File: config.mk
export PLATFORM = sky130hd
export DESIGN_NAME = motion_bounding_box_top
export DESIGN_NICKNAME = d
export VERILOG_FILES = /design/src/mbb_pkg.sv /design/src/motion_bounding_box_top.sv /design/src/mbb_front.sv /design/src/mbb_fifo.sv /design/src/mbb_back.sv
export SDC_FILE = /design/constraint.sdc
export NUM_CORES = 1
export LEC_CHECK = 0
export BUFFER_PORTS_ARGS = -buffer_cell sky130_fd_sc_hd__buf_2
export CELL_PAD_IN_SITES_DETAIL_PLACEMENT = 0
export CELL_PAD_IN_SITES_GLOBAL_PLACEMENT = 2
export CORE_ASPECT_RATIO = 1.25
export CORE_MARGIN = 1.5
export CORE_UTILIZATION = 35
export DETAILED_ROUTE_END_ITERATION = 16
export HOLD_SLACK_MARGIN = 0.08
export MAX_ROUTING_LAYER = met4
export PLACE_DENSITY_LB_ADDON = 0.1
export RECOVER_POWER = 100
export SYNTH_ARGS = -nofsm -noshare
export SYNTH_HDL_FRONTEND = slang
export SYNTH_SLANG_ARGS = --single-unit
File: constraint.sdc
create_clock -name clk -period 8.6 [get_ports clk]
set_input_delay 0.86 -clock clk [delete_from_list [all_inputs] [get_ports clk]]
set_output_delay 0.86 -clock clk [all_outputs]
set_load 0.02 [all_outputs]
File: src/mbb_pkg.sv
// Package for the motion bounding box block: sizes, register indexes,
// the queue entry and geometry types, and the frame size clamp.
// No dependencies; every other file in src imports it.
package mbb_pkg;

  localparam int MAX_DIM   = 4096;
  localparam int POS_W     = $clog2(MAX_DIM);
  localparam int DIM_W     = POS_W + 1;
  localparam int CFG_W     = 13;
  localparam int MARGIN_W  = 8;
  localparam int COUNT_W   = 23;
  localparam int PIXEL_W   = 8;
  localparam int IDX_W     = 2;
  localparam int PAD_W     = ((DIM_W > MARGIN_W) ? DIM_W : MARGIN_W) + 1;
  localparam int QDEPTH    = 4;
  localparam int QPTR_W    = $clog2(QDEPTH);

  localparam logic [PIXEL_W-1:0]  MARK_VALUE     = PIXEL_W'(255);
  localparam logic [CFG_W-1:0]    RESET_WIDTH    = CFG_W'(640);
  localparam logic [CFG_W-1:0]    RESET_HEIGHT   = CFG_W'(480);
  localparam logic [MARGIN_W-1:0] RESET_MARGIN   = MARGIN_W'(10);

  typedef enum logic [IDX_W-1:0] {
    REG_FRAME_WIDTH  = 2'd0,
    REG_FRAME_HEIGHT = 2'd1,
    REG_PAD_MARGIN   = 2'd2
  } reg_index_t;

  // Effective frame geometry after clamping; w_last and h_last are size minus one.
  typedef struct packed {
    logic [DIM_W-1:0]    width;
    logic [DIM_W-1:0]    height;
    logic [DIM_W-1:0]    w_last;
    logic [DIM_W-1:0]    h_last;
    logic [MARGIN_W-1:0] margin;
  } geom_t;

  // One classified pixel handed from the front end to the back end.
  typedef struct packed {
    logic             mark;
    logic             frame_end;
    logic [POS_W-1:0] col;
    logic [POS_W-1:0] row;
  } event_t;

  function automatic logic [DIM_W-1:0] clamp_dim(input logic [CFG_W-1:0] v);
    logic [DIM_W-1:0] r;
    if (v < CFG_W'(2)) begin
      r = DIM_W'(2);
    end else if (int'(v) > MAX_DIM) begin
      r = DIM_W'(MAX_DIM);
    end else begin
      r = DIM_W'(v);
    end
    return r;
  endfunction

  localparam logic [DIM_W-1:0] RESET_W_CLAMPED = clamp_dim(RESET_WIDTH);
  localparam logic [DIM_W-1:0] RESET_H_CLAMPED = clamp_dim(RESET_HEIGHT);

endpackage

File: src/motion_bounding_box_top.sv
// Top level of the motion bounding box block: configuration registers,
// front end, request queue and back end. Depends on mbb_pkg, mbb_front,
// mbb_fifo and mbb_back.
//
// Usage: pixels of a binary difference image enter in raster order on the
// in_valid/in_ready channel, one request per pixel. The block keeps its own
// column and row counters; only pixels on even rows and even columns are
// examined, and those equal to 255 are counted and widen the box.
// On the last pixel of each frame one result request leaves on the
// out_valid/out_ready channel: found flag, saturating count and the padded
// box. The block sustains one pixel per clock while the queue has room. With
// a free output, the last pixel of a frame is written into the queue as an
// entry, and once that entry reaches the head it is drained into the back
// end's result register, which presents the result.
// Frame size and pad margin are written through cfg_we/cfg_index/cfg_data;
// sizes are clamped into 2 to 4096. Reset loads 640 by 480 with a margin of
// 10, clears the counters and the queue, and drops any pending result.
// When the receiver stalls, the result is held in its register; the front
// end keeps taking pixels, and only marked pixels and the next frame end
// enter the four-entry queue, so in_ready falls only once that queue fills.
module motion_bounding_box_top (
  input  logic                        clk,
  input  logic                        rst,
  input  logic                        cfg_we,
  input  logic [mbb_pkg::IDX_W-1:0]   cfg_index,
  input  logic [mbb_pkg::CFG_W-1:0]   cfg_data,
  input  logic                        in_valid,
  output logic                        in_ready,
  input  logic [mbb_pkg::PIXEL_W-1:0] pixel_value,
  output logic                        out_valid,
  input  logic                        out_ready,
  output logic                        box_found,
  output logic [mbb_pkg::COUNT_W-1:0] changed_count,
  output logic [mbb_pkg::POS_W-1:0]   box_left,
  output logic [mbb_pkg::POS_W-1:0]   box_top,
  output logic [mbb_pkg::POS_W-1:0]   box_right,
  output logic [mbb_pkg::POS_W-1:0]   box_bottom
);
  import mbb_pkg::*;

  logic [CFG_W-1:0]    frame_width;
  logic [CFG_W-1:0]    frame_height;
  logic [MARGIN_W-1:0] pad_margin;
  geom_t               geom;

  logic   q_push;
  event_t q_data;
  logic   q_full;
  logic   q_pop;
  logic   q_valid;
  event_t q_head;

  // Configuration registers; writes to the unused index are dropped.
  always_ff @(posedge clk) begin
    if (rst) begin
      frame_width  <= RESET_WIDTH;
      frame_height <= RESET_HEIGHT;
      pad_margin   <= RESET_MARGIN;
    end else if (cfg_we) begin
      unique case (cfg_index)
        REG_FRAME_WIDTH:  frame_width  <= cfg_data;
        REG_FRAME_HEIGHT: frame_height <= cfg_data;
        REG_PAD_MARGIN:   pad_margin   <= cfg_data[MARGIN_W-1:0];
        default: ;
      endcase
    end
  end

  // Effective geometry, shared by both ends of the queue.
  always_comb begin
    geom.width  = clamp_dim(frame_width);
    geom.height = clamp_dim(frame_height);
    geom.w_last = geom.width - 1'b1;
    geom.h_last = geom.height - 1'b1;
    geom.margin = pad_margin;
  end

  mbb_front u_front (
    .clk         (clk),
    .rst         (rst),
    .geom        (geom),
    .in_valid    (in_valid),
    .in_ready    (in_ready),
    .pixel_value (pixel_value),
    .q_push      (q_push),
    .q_data      (q_data),
    .q_full      (q_full)
  );

  mbb_fifo u_fifo (
    .clk       (clk),
    .rst       (rst),
    .push      (q_push),
    .push_data (q_data),
    .full      (q_full),
    .pop       (q_pop),
    .valid     (q_valid),
    .head      (q_head)
  );

  mbb_back u_back (
    .clk           (clk),
    .rst           (rst),
    .geom          (geom),
    .q_valid       (q_valid),
    .q_head        (q_head),
    .q_pop         (q_pop),
    .out_valid     (out_valid),
    .out_ready     (out_ready),
    .box_found     (box_found),
    .changed_count (changed_count),
    .box_left      (box_left),
    .box_top       (box_top),
    .box_right     (box_right),
    .box_bottom    (box_bottom)
  );

endmodule

File: src/mbb_front.sv
// Front end: raster position counters and pixel classification.
// Depends on mbb_pkg; feeds mbb_fifo with marked pixels and frame ends.
module mbb_front (
  input  logic                        clk,
  input  logic                        rst,
  input  mbb_pkg::geom_t              geom,
  input  logic                        in_valid,
  output logic                        in_ready,
  input  logic [mbb_pkg::PIXEL_W-1:0] pixel_value,
  output logic                        q_push,
  output mbb_pkg::event_t             q_data,
  input  logic                        q_full
);
  import mbb_pkg::*;

  logic [POS_W-1:0] col;
  logic [POS_W-1:0] row;
  logic             accept;
  logic             row_end;
  logic             frame_end;
  logic             mark;

  assign in_ready  = !q_full;
  assign accept    = in_valid && !q_full;
  assign row_end   = DIM_W'(col) >= geom.w_last;
  assign frame_end = row_end && (DIM_W'(row) >= geom.h_last);
  assign mark      = !col[0] && !row[0] && (pixel_value == MARK_VALUE);

  // Pixels that neither mark nor close a frame leave no trace downstream.
  assign q_push         = accept && (mark || frame_end);
  assign q_data.mark      = mark;
  assign q_data.frame_end = frame_end;
  assign q_data.col       = col;
  assign q_data.row       = row;

  always_ff @(posedge clk) begin
    if (rst) begin
      col <= '0;
      row <= '0;
    end else if (accept) begin
      if (frame_end) begin
        col <= '0;
        row <= '0;
      end else if (row_end) begin
        col <= '0;
        row <= row + 1'b1;
      end else begin
        col <= col + 1'b1;
      end
    end
  end

endmodule

File: src/mbb_fifo.sv
// Short queue of classified pixels between front end and back end.
// Depends on mbb_pkg for the entry type and depth.
module mbb_fifo (
  input  logic            clk,
  input  logic            rst,
  input  logic            push,
  input  mbb_pkg::event_t push_data,
  output logic            full,
  input  logic            pop,
  output logic            valid,
  output mbb_pkg::event_t head
);
  import mbb_pkg::*;

  event_t            entries [QDEPTH];
  logic [QPTR_W-1:0] wr_ptr;
  logic [QPTR_W-1:0] rd_ptr;
  logic [QPTR_W:0]   count;

  assign full  = count == (QPTR_W+1)'(QDEPTH);
  assign valid = count != '0;
  assign head  = entries[rd_ptr];

  always_ff @(posedge clk) begin
    if (push) begin
      entries[wr_ptr] <= push_data;
    end
  end

  always_ff @(posedge clk) begin
    if (rst) begin
      wr_ptr <= '0;
      rd_ptr <= '0;
      count  <= '0;
    end else begin
      if (push) begin
        wr_ptr <= wr_ptr + 1'b1;
      end
      if (pop) begin
        rd_ptr <= rd_ptr + 1'b1;
      end
      if (push && !pop) begin
        count <= count + 1'b1;
      end else if (pop && !push) begin
        count <= count - 1'b1;
      end
    end
  end

  a_no_overflow: assert property (@(posedge clk) disable iff (rst)
    push |-> !full) else $error("queue written while full");
  a_no_underflow: assert property (@(posedge clk) disable iff (rst)
    pop |-> valid) else $error("queue read while empty");

endmodule

File: src/mbb_back.sv
// Back end: running bounding box and match count, padding at frame end,
// and the result register. Depends on mbb_pkg; drains mbb_fifo.
module mbb_back (
  input  logic                        clk,
  input  logic                        rst,
  input  mbb_pkg::geom_t              geom,
  input  logic                        q_valid,
  input  mbb_pkg::event_t             q_head,
  output logic                        q_pop,
  output logic                        out_valid,
  input  logic                        out_ready,
  output logic                        box_found,
  output logic [mbb_pkg::COUNT_W-1:0] changed_count,
  output logic [mbb_pkg::POS_W-1:0]   box_left,
  output logic [mbb_pkg::POS_W-1:0]   box_top,
  output logic [mbb_pkg::POS_W-1:0]   box_right,
  output logic [mbb_pkg::POS_W-1:0]   box_bottom
);
  import mbb_pkg::*;

  logic [DIM_W-1:0]   least_col;
  logic [POS_W-1:0]   greatest_col;
  logic [DIM_W-1:0]   least_row;
  logic [POS_W-1:0]   greatest_row;
  logic [COUNT_W-1:0] tally;

  logic [DIM_W-1:0]   lc_next;
  logic [POS_W-1:0]   gc_next;
  logic [DIM_W-1:0]   lr_next;
  logic [POS_W-1:0]   gr_next;
  logic [COUNT_W-1:0] tally_next;
  logic               found;
  logic [PAD_W-1:0]   margin_x;
  logic [PAD_W-1:0]   left_sum;
  logic [PAD_W-1:0]   top_sum;
  logic [PAD_W-1:0]   right_sum;
  logic [PAD_W-1:0]   bottom_sum;
  logic [POS_W-1:0]   pad_left;
  logic [POS_W-1:0]   pad_top;
  logic [POS_W-1:0]   pad_right;
  logic [POS_W-1:0]   pad_bottom;
  logic               pop_end;

  // A frame end needs the result register; plain marks never wait.
  assign q_pop   = q_valid && (!q_head.frame_end || !out_valid || out_ready);
  assign pop_end = q_pop && q_head.frame_end;

  always_comb begin
    lc_next    = (q_head.mark && (DIM_W'(q_head.col) < least_col)) ?
                 DIM_W'(q_head.col) : least_col;
    gc_next    = (q_head.mark && (q_head.col > greatest_col)) ? q_head.col : greatest_col;
    lr_next    = (q_head.mark && (DIM_W'(q_head.row) < least_row)) ?
                 DIM_W'(q_head.row) : least_row;
    gr_next    = (q_head.mark && (q_head.row > greatest_row)) ? q_head.row : greatest_row;
    tally_next = (q_head.mark && (tally != '1)) ? tally + 1'b1 : tally;
    found      = tally_next != '0;

    // Each edge moves outward only while it stays strictly inside the frame.
    margin_x   = PAD_W'(geom.margin);
    left_sum   = PAD_W'(lc_next) - margin_x;
    top_sum    = PAD_W'(lr_next) - margin_x;
    right_sum  = PAD_W'(gc_next) + margin_x;
    bottom_sum = PAD_W'(gr_next) + margin_x;
    pad_left   = (PAD_W'(lc_next) > margin_x) ? POS_W'(left_sum) : POS_W'(lc_next);
    pad_top    = (PAD_W'(lr_next) > margin_x) ? POS_W'(top_sum) : POS_W'(lr_next);
    pad_right  = (right_sum < PAD_W'(geom.w_last)) ? POS_W'(right_sum) : gc_next;
    pad_bottom = (bottom_sum < PAD_W'(geom.h_last)) ? POS_W'(bottom_sum) : gr_next;
  end

  always_ff @(posedge clk) begin
    if (rst) begin
      least_col    <= RESET_W_CLAMPED;
      greatest_col <= '0;
      least_row    <= RESET_H_CLAMPED;
      greatest_row <= '0;
      tally        <= '0;
    end else if (pop_end) begin
      least_col    <= geom.width;
      greatest_col <= '0;
      least_row    <= geom.height;
      greatest_row <= '0;
      tally        <= '0;
    end else if (q_pop) begin
      least_col    <= lc_next;
      greatest_col <= gc_next;
      least_row    <= lr_next;
      greatest_row <= gr_next;
      tally        <= tally_next;
    end
  end

  always_ff @(posedge clk) begin
    if (rst) begin
      out_valid <= 1'b0;
    end else if (pop_end) begin
      out_valid <= 1'b1;
    end else if (out_ready) begin
      out_valid <= 1'b0;
    end
  end

  always_ff @(posedge clk) begin
    if (pop_end) begin
      box_found     <= found;
      changed_count <= tally_next;
      box_left      <= found ? pad_left : '0;
      box_top       <= found ? pad_top : '0;
      box_right     <= found ? pad_right : '0;
      box_bottom    <= found ? pad_bottom : '0;
    end
  end

  a_found_matches_count: assert property (@(posedge clk) disable iff (rst)
    out_valid |-> (box_found == (changed_count != '0)))
    else $error("found flag disagrees with count");
  a_box_ordered: assert property (@(posedge clk) disable iff (rst)
    (out_valid && box_found) |-> ((box_left <= box_right) && (box_top <= box_bottom)))
    else $error("box edges out of order");
  a_empty_box_zero: assert property (@(posedge clk) disable iff (rst)
    (out_valid && !box_found) |->
      ((box_left == '0) && (box_top == '0) && (box_right == '0) && (box_bottom == '0)))
    else $error("empty frame reported a nonzero box");

endmodule
==> flow_summary.toml <==
[clocking]
cts_setup_buffers = 0
clock_sinks = 317
cts_root_buf = "clkbuf_16"
clockBufferDepth = 3
cts_buffers = 38
clkLatencyLatePin_ps = 560
cts_tree = "yes"
htreeDepth = 2
ctsHoldBuffers = 0
ctsResizeCount = 0
clk_pin_slew_worst_paths_ps = 60

[synth]
synthCells = 1879
synth_area_leaders = "edfxtp_1 (28%), dfxtp_1 (15%), ha_1 (9.0%), nor2_1 (3.9%), mux2i_1 (3.5%)"
ys_ff_latch = 317
synth_edf_count = 176
netlist_area_mm2 = 0.01856
syn-num-nets = 2046
yosysWarnings = 0
synth.distinct_cells = 86
async_reset_ff_frac = 0
ys_seq_area_frac = 0.4369
synth_top_area_cell = "edfxtp_1"
synthFlopType = "edfxtp_1"
postSynthAreaPerCell_um2 = 9.877
synth.top_cell.area_share = 0.2848

[drt]
wl_per_cell_um = 21.98
finalWirelength_um = 58350
drt_iter0_drc = 714
firstDrtPassIters = 5
drc = 0
met2_length_um = 28350
antenna_left = 0
vias = 14330
maxUsedRoutingLayer = "met4"
m1WireLength_um = 26730
wl_met3_um = 1713
via_per_inst = 5.398

[floorplanning]
initial_utilization = 0.3530
ioPinCount = 102
die_area_mm2 = 0.05442
placement_rows = 94
coreArea_mm2 = 0.05257
die_h_um = 260.5
die_x_um = 209.0

[timing]
slew-limit-headroom = -1.401
hold_violations = 0
finalMaxSlewViolations = 358
skew_ps = 18.24
hold_slack_ps = 472.7
period_share = 0.9003
worst_pin_slew_ps = 3602
setup_ws_ps = 857.4
finalSetupViolCount = 0
max_freq_ghz = 0.1292
tns_ps = 0
rsz0062_at_grt = "no"
post-route-min-period_ps = 7743

[critical_path]
critPathArrivalTime_ps = 7990
critPathLaunchType = "flop"
critical_path_required_ps = 8850
critPathMaxFanout = 17
critPathCaptureType = "flop"
rrSetupSlack_ps = 860
rr_worst_depth = 23
worst-setup-path-type = "reg2reg"
timing.rr.end = "u_back.box_bottom[0]"

[hold_path]
hold_path_class = "reg2reg"
hold_depth = 2
holdPathEnd = "u_back.least_col[5]"
min_from = "u_back.least_col[5]"

[final_layout]
final_cell_mix = "nor2_1 (195), edfxtp_1 (176), nand2_1 (164)"
stdcell_count = 2655
nNetsFinal = 2120
final_common_cell = "nor2_1"
final_area_mm2 = 0.02084
areaGrowthSynthToFinish_pct = 12.26
drive_above_1_share = 0.08875
num_antenna_cells = 0

[global_routing]
antenna_found_initial = 0
grt_pass1_wl_um = 88160
grt_pass1_vias = 14220
grt_overflow = 0
grt_max_degree = 71
gr-usage-all-layers = 0.2213

[pwr]
power_density_mw_per_mm2 = 351.1
leakagePower_nw = 8.023
peakVddDrop_uv = 179.9

[outcome]
violations = "max-capacitance violations, max-slew violations"
status = "finished with violations"

[placed_design]
dp_cells = 2585
hpwl_um = 43730
pre_cts_ws_ps = 1101
dpl-instance-area_mm2 = 0.01972
io_buffers = 101
gp_congestion = 0.9101

[run]
maxCapViolCount = 10
==> report_power, final <==
part	switching [W]	internal [W]
clock	0.000675	0.00100
combinational	0.00227	0.00121
sequential	0.000186	0.00197
total	0.00313	0.00419
==> state kept, by name, summed over array words and instances (netlist names), named ones only <==
signal,count
u_back.least_col,13
u_back.changed_count,23
u_back.tally,23
frame_width,13
u_back.greatest_row,12
u_back.box_left,12
u_fifo.count,3
u_fifo.entries,104
u_back.least_row,13
u_back.out_valid,1
frame_height,13
u_back.box_found,1
u_front.row,12
u_back.greatest_col,12
u_fifo.rd_ptr,2
u_front.col,12
u_fifo.wr_ptr,2
u_back.box_right,12
pad_margin,8
u_back.box_top,12
u_back.box_bottom,12
==> worst max-delay path by stage <==
stage / from / end / slack, ps / depth (start not counted)
2_1_floorplan: flop / u_back.box_right[7] / 1400 / 30
3_3_place_gp: flop / u_back.box_right[11] / 1160 / 27
3_5_place_dp: flop / u_back.box_right[11] / 1100 / 27
4_1_cts: flop / u_back.box_right[11] / 1040 / 27
5_1_grt: flop / u_back.box_bottom[0] / 190 / 23
6_report: flop / u_back.box_bottom[0] / 860 / 23
==> cells in the mapped netlist, types with 8 or more instances <==
| cell type | n |
|---|---|
| nor4_1 | 17 |
| dfxtp_1 | 141 |
| a21o_1 | 23 |
| o31ai_1 | 8 |
| nand2b_1 | 10 |
| xor2_1 | 39 |
| nand2_1 | 165 |
| a211oi_1 | 40 |
| xnor2_1 | 64 |
| o211ai_1 | 17 |
| buf_2 | 23 |
| ha_1 | 134 |
| nand3_1 | 56 |
| o21ai_0 | 71 |
| mux2_2 | 27 |
| or3_1 | 16 |
| a21oi_1 | 116 |
| nor3_1 | 65 |
| and3_1 | 19 |
| o21a_1 | 17 |
| a31oi_1 | 13 |
| inv_1 | 90 |
| nor2_1 | 195 |
| edfxtp_1 | 176 |
| nand4_1 | 30 |
| mux2i_1 | 64 |
| buf_1 | 10 |
| mux4_2 | 24 |
| nor2b_1 | 20 |
| and2_1 | 15 |
| clkbuf_1 | 51 |
==> metal layers <==
layer,vias to the layer above,global-route usage
met5,-,-
met4,0,0.06582
met3,84,0.02491
met2,265,0.3730
met1,6958,0.2796
li1,7026,-
==> stage by stage <==
step | util | total power (W)
2_1_floorplan | - | 0.004624
6_report | 0.3963 | 0.007314
5_1_grt | 0.3963 | 0.007865
3_3_place_gp | 0.3751 | 0.005694
3_5_place_dp | 0.3751 | 0.005722
4_1_cts | 0.3996 | 0.007432
==> logic make-up (layout without fill, tap and decap cells) <==
logic type                 count (synthesis)  in the layout  share of synthesized area
DFF                                      317            317                     0.4369
muxes                                    115            115                    0.08002
AOI/OAI and AO/OA                        374            374                     0.1323
buffers and inverters                    185            289                    0.04065
and+or+nand+nor                          646            646                     0.1658
adders and majority gates                139            139                    0.09573
xor gates and xnor gates                 103            103                    0.04861
==> layout make-up <==
cell class,instances,area [um^2]
clock buffers,52,1117
clock inverters,18,175.2
fillers,5292,31740
inverters,93,350.3
multi-input cells,1377,9693
flip-flops and latches,317,8109
well taps,672,840.8
repair buffers,126,549.3
==> critical path, stage by stage (launching register included) <==
cell and delay (ps):
dfxtp_2 750, mux4_2 730, ha_1 340, nand4_1 170, a211o_1 320, a311oi_2 340, mux2i_1 430, inv_1 110
ha_1 280, a21oi_1 220, o21ai_0 170, a2111o_1 480, and3_1 210, nor2_1 170, a211oi_1 110, xor2_1 210
ha_1 320, o21a_1 100, o21ai_0 210, a21oi_1 90, a211oi_2 1070, clkbuf_1 250, mux2i_1 240, nor2_1 70
No activity file was read; power rests on OpenSTA's default activity.
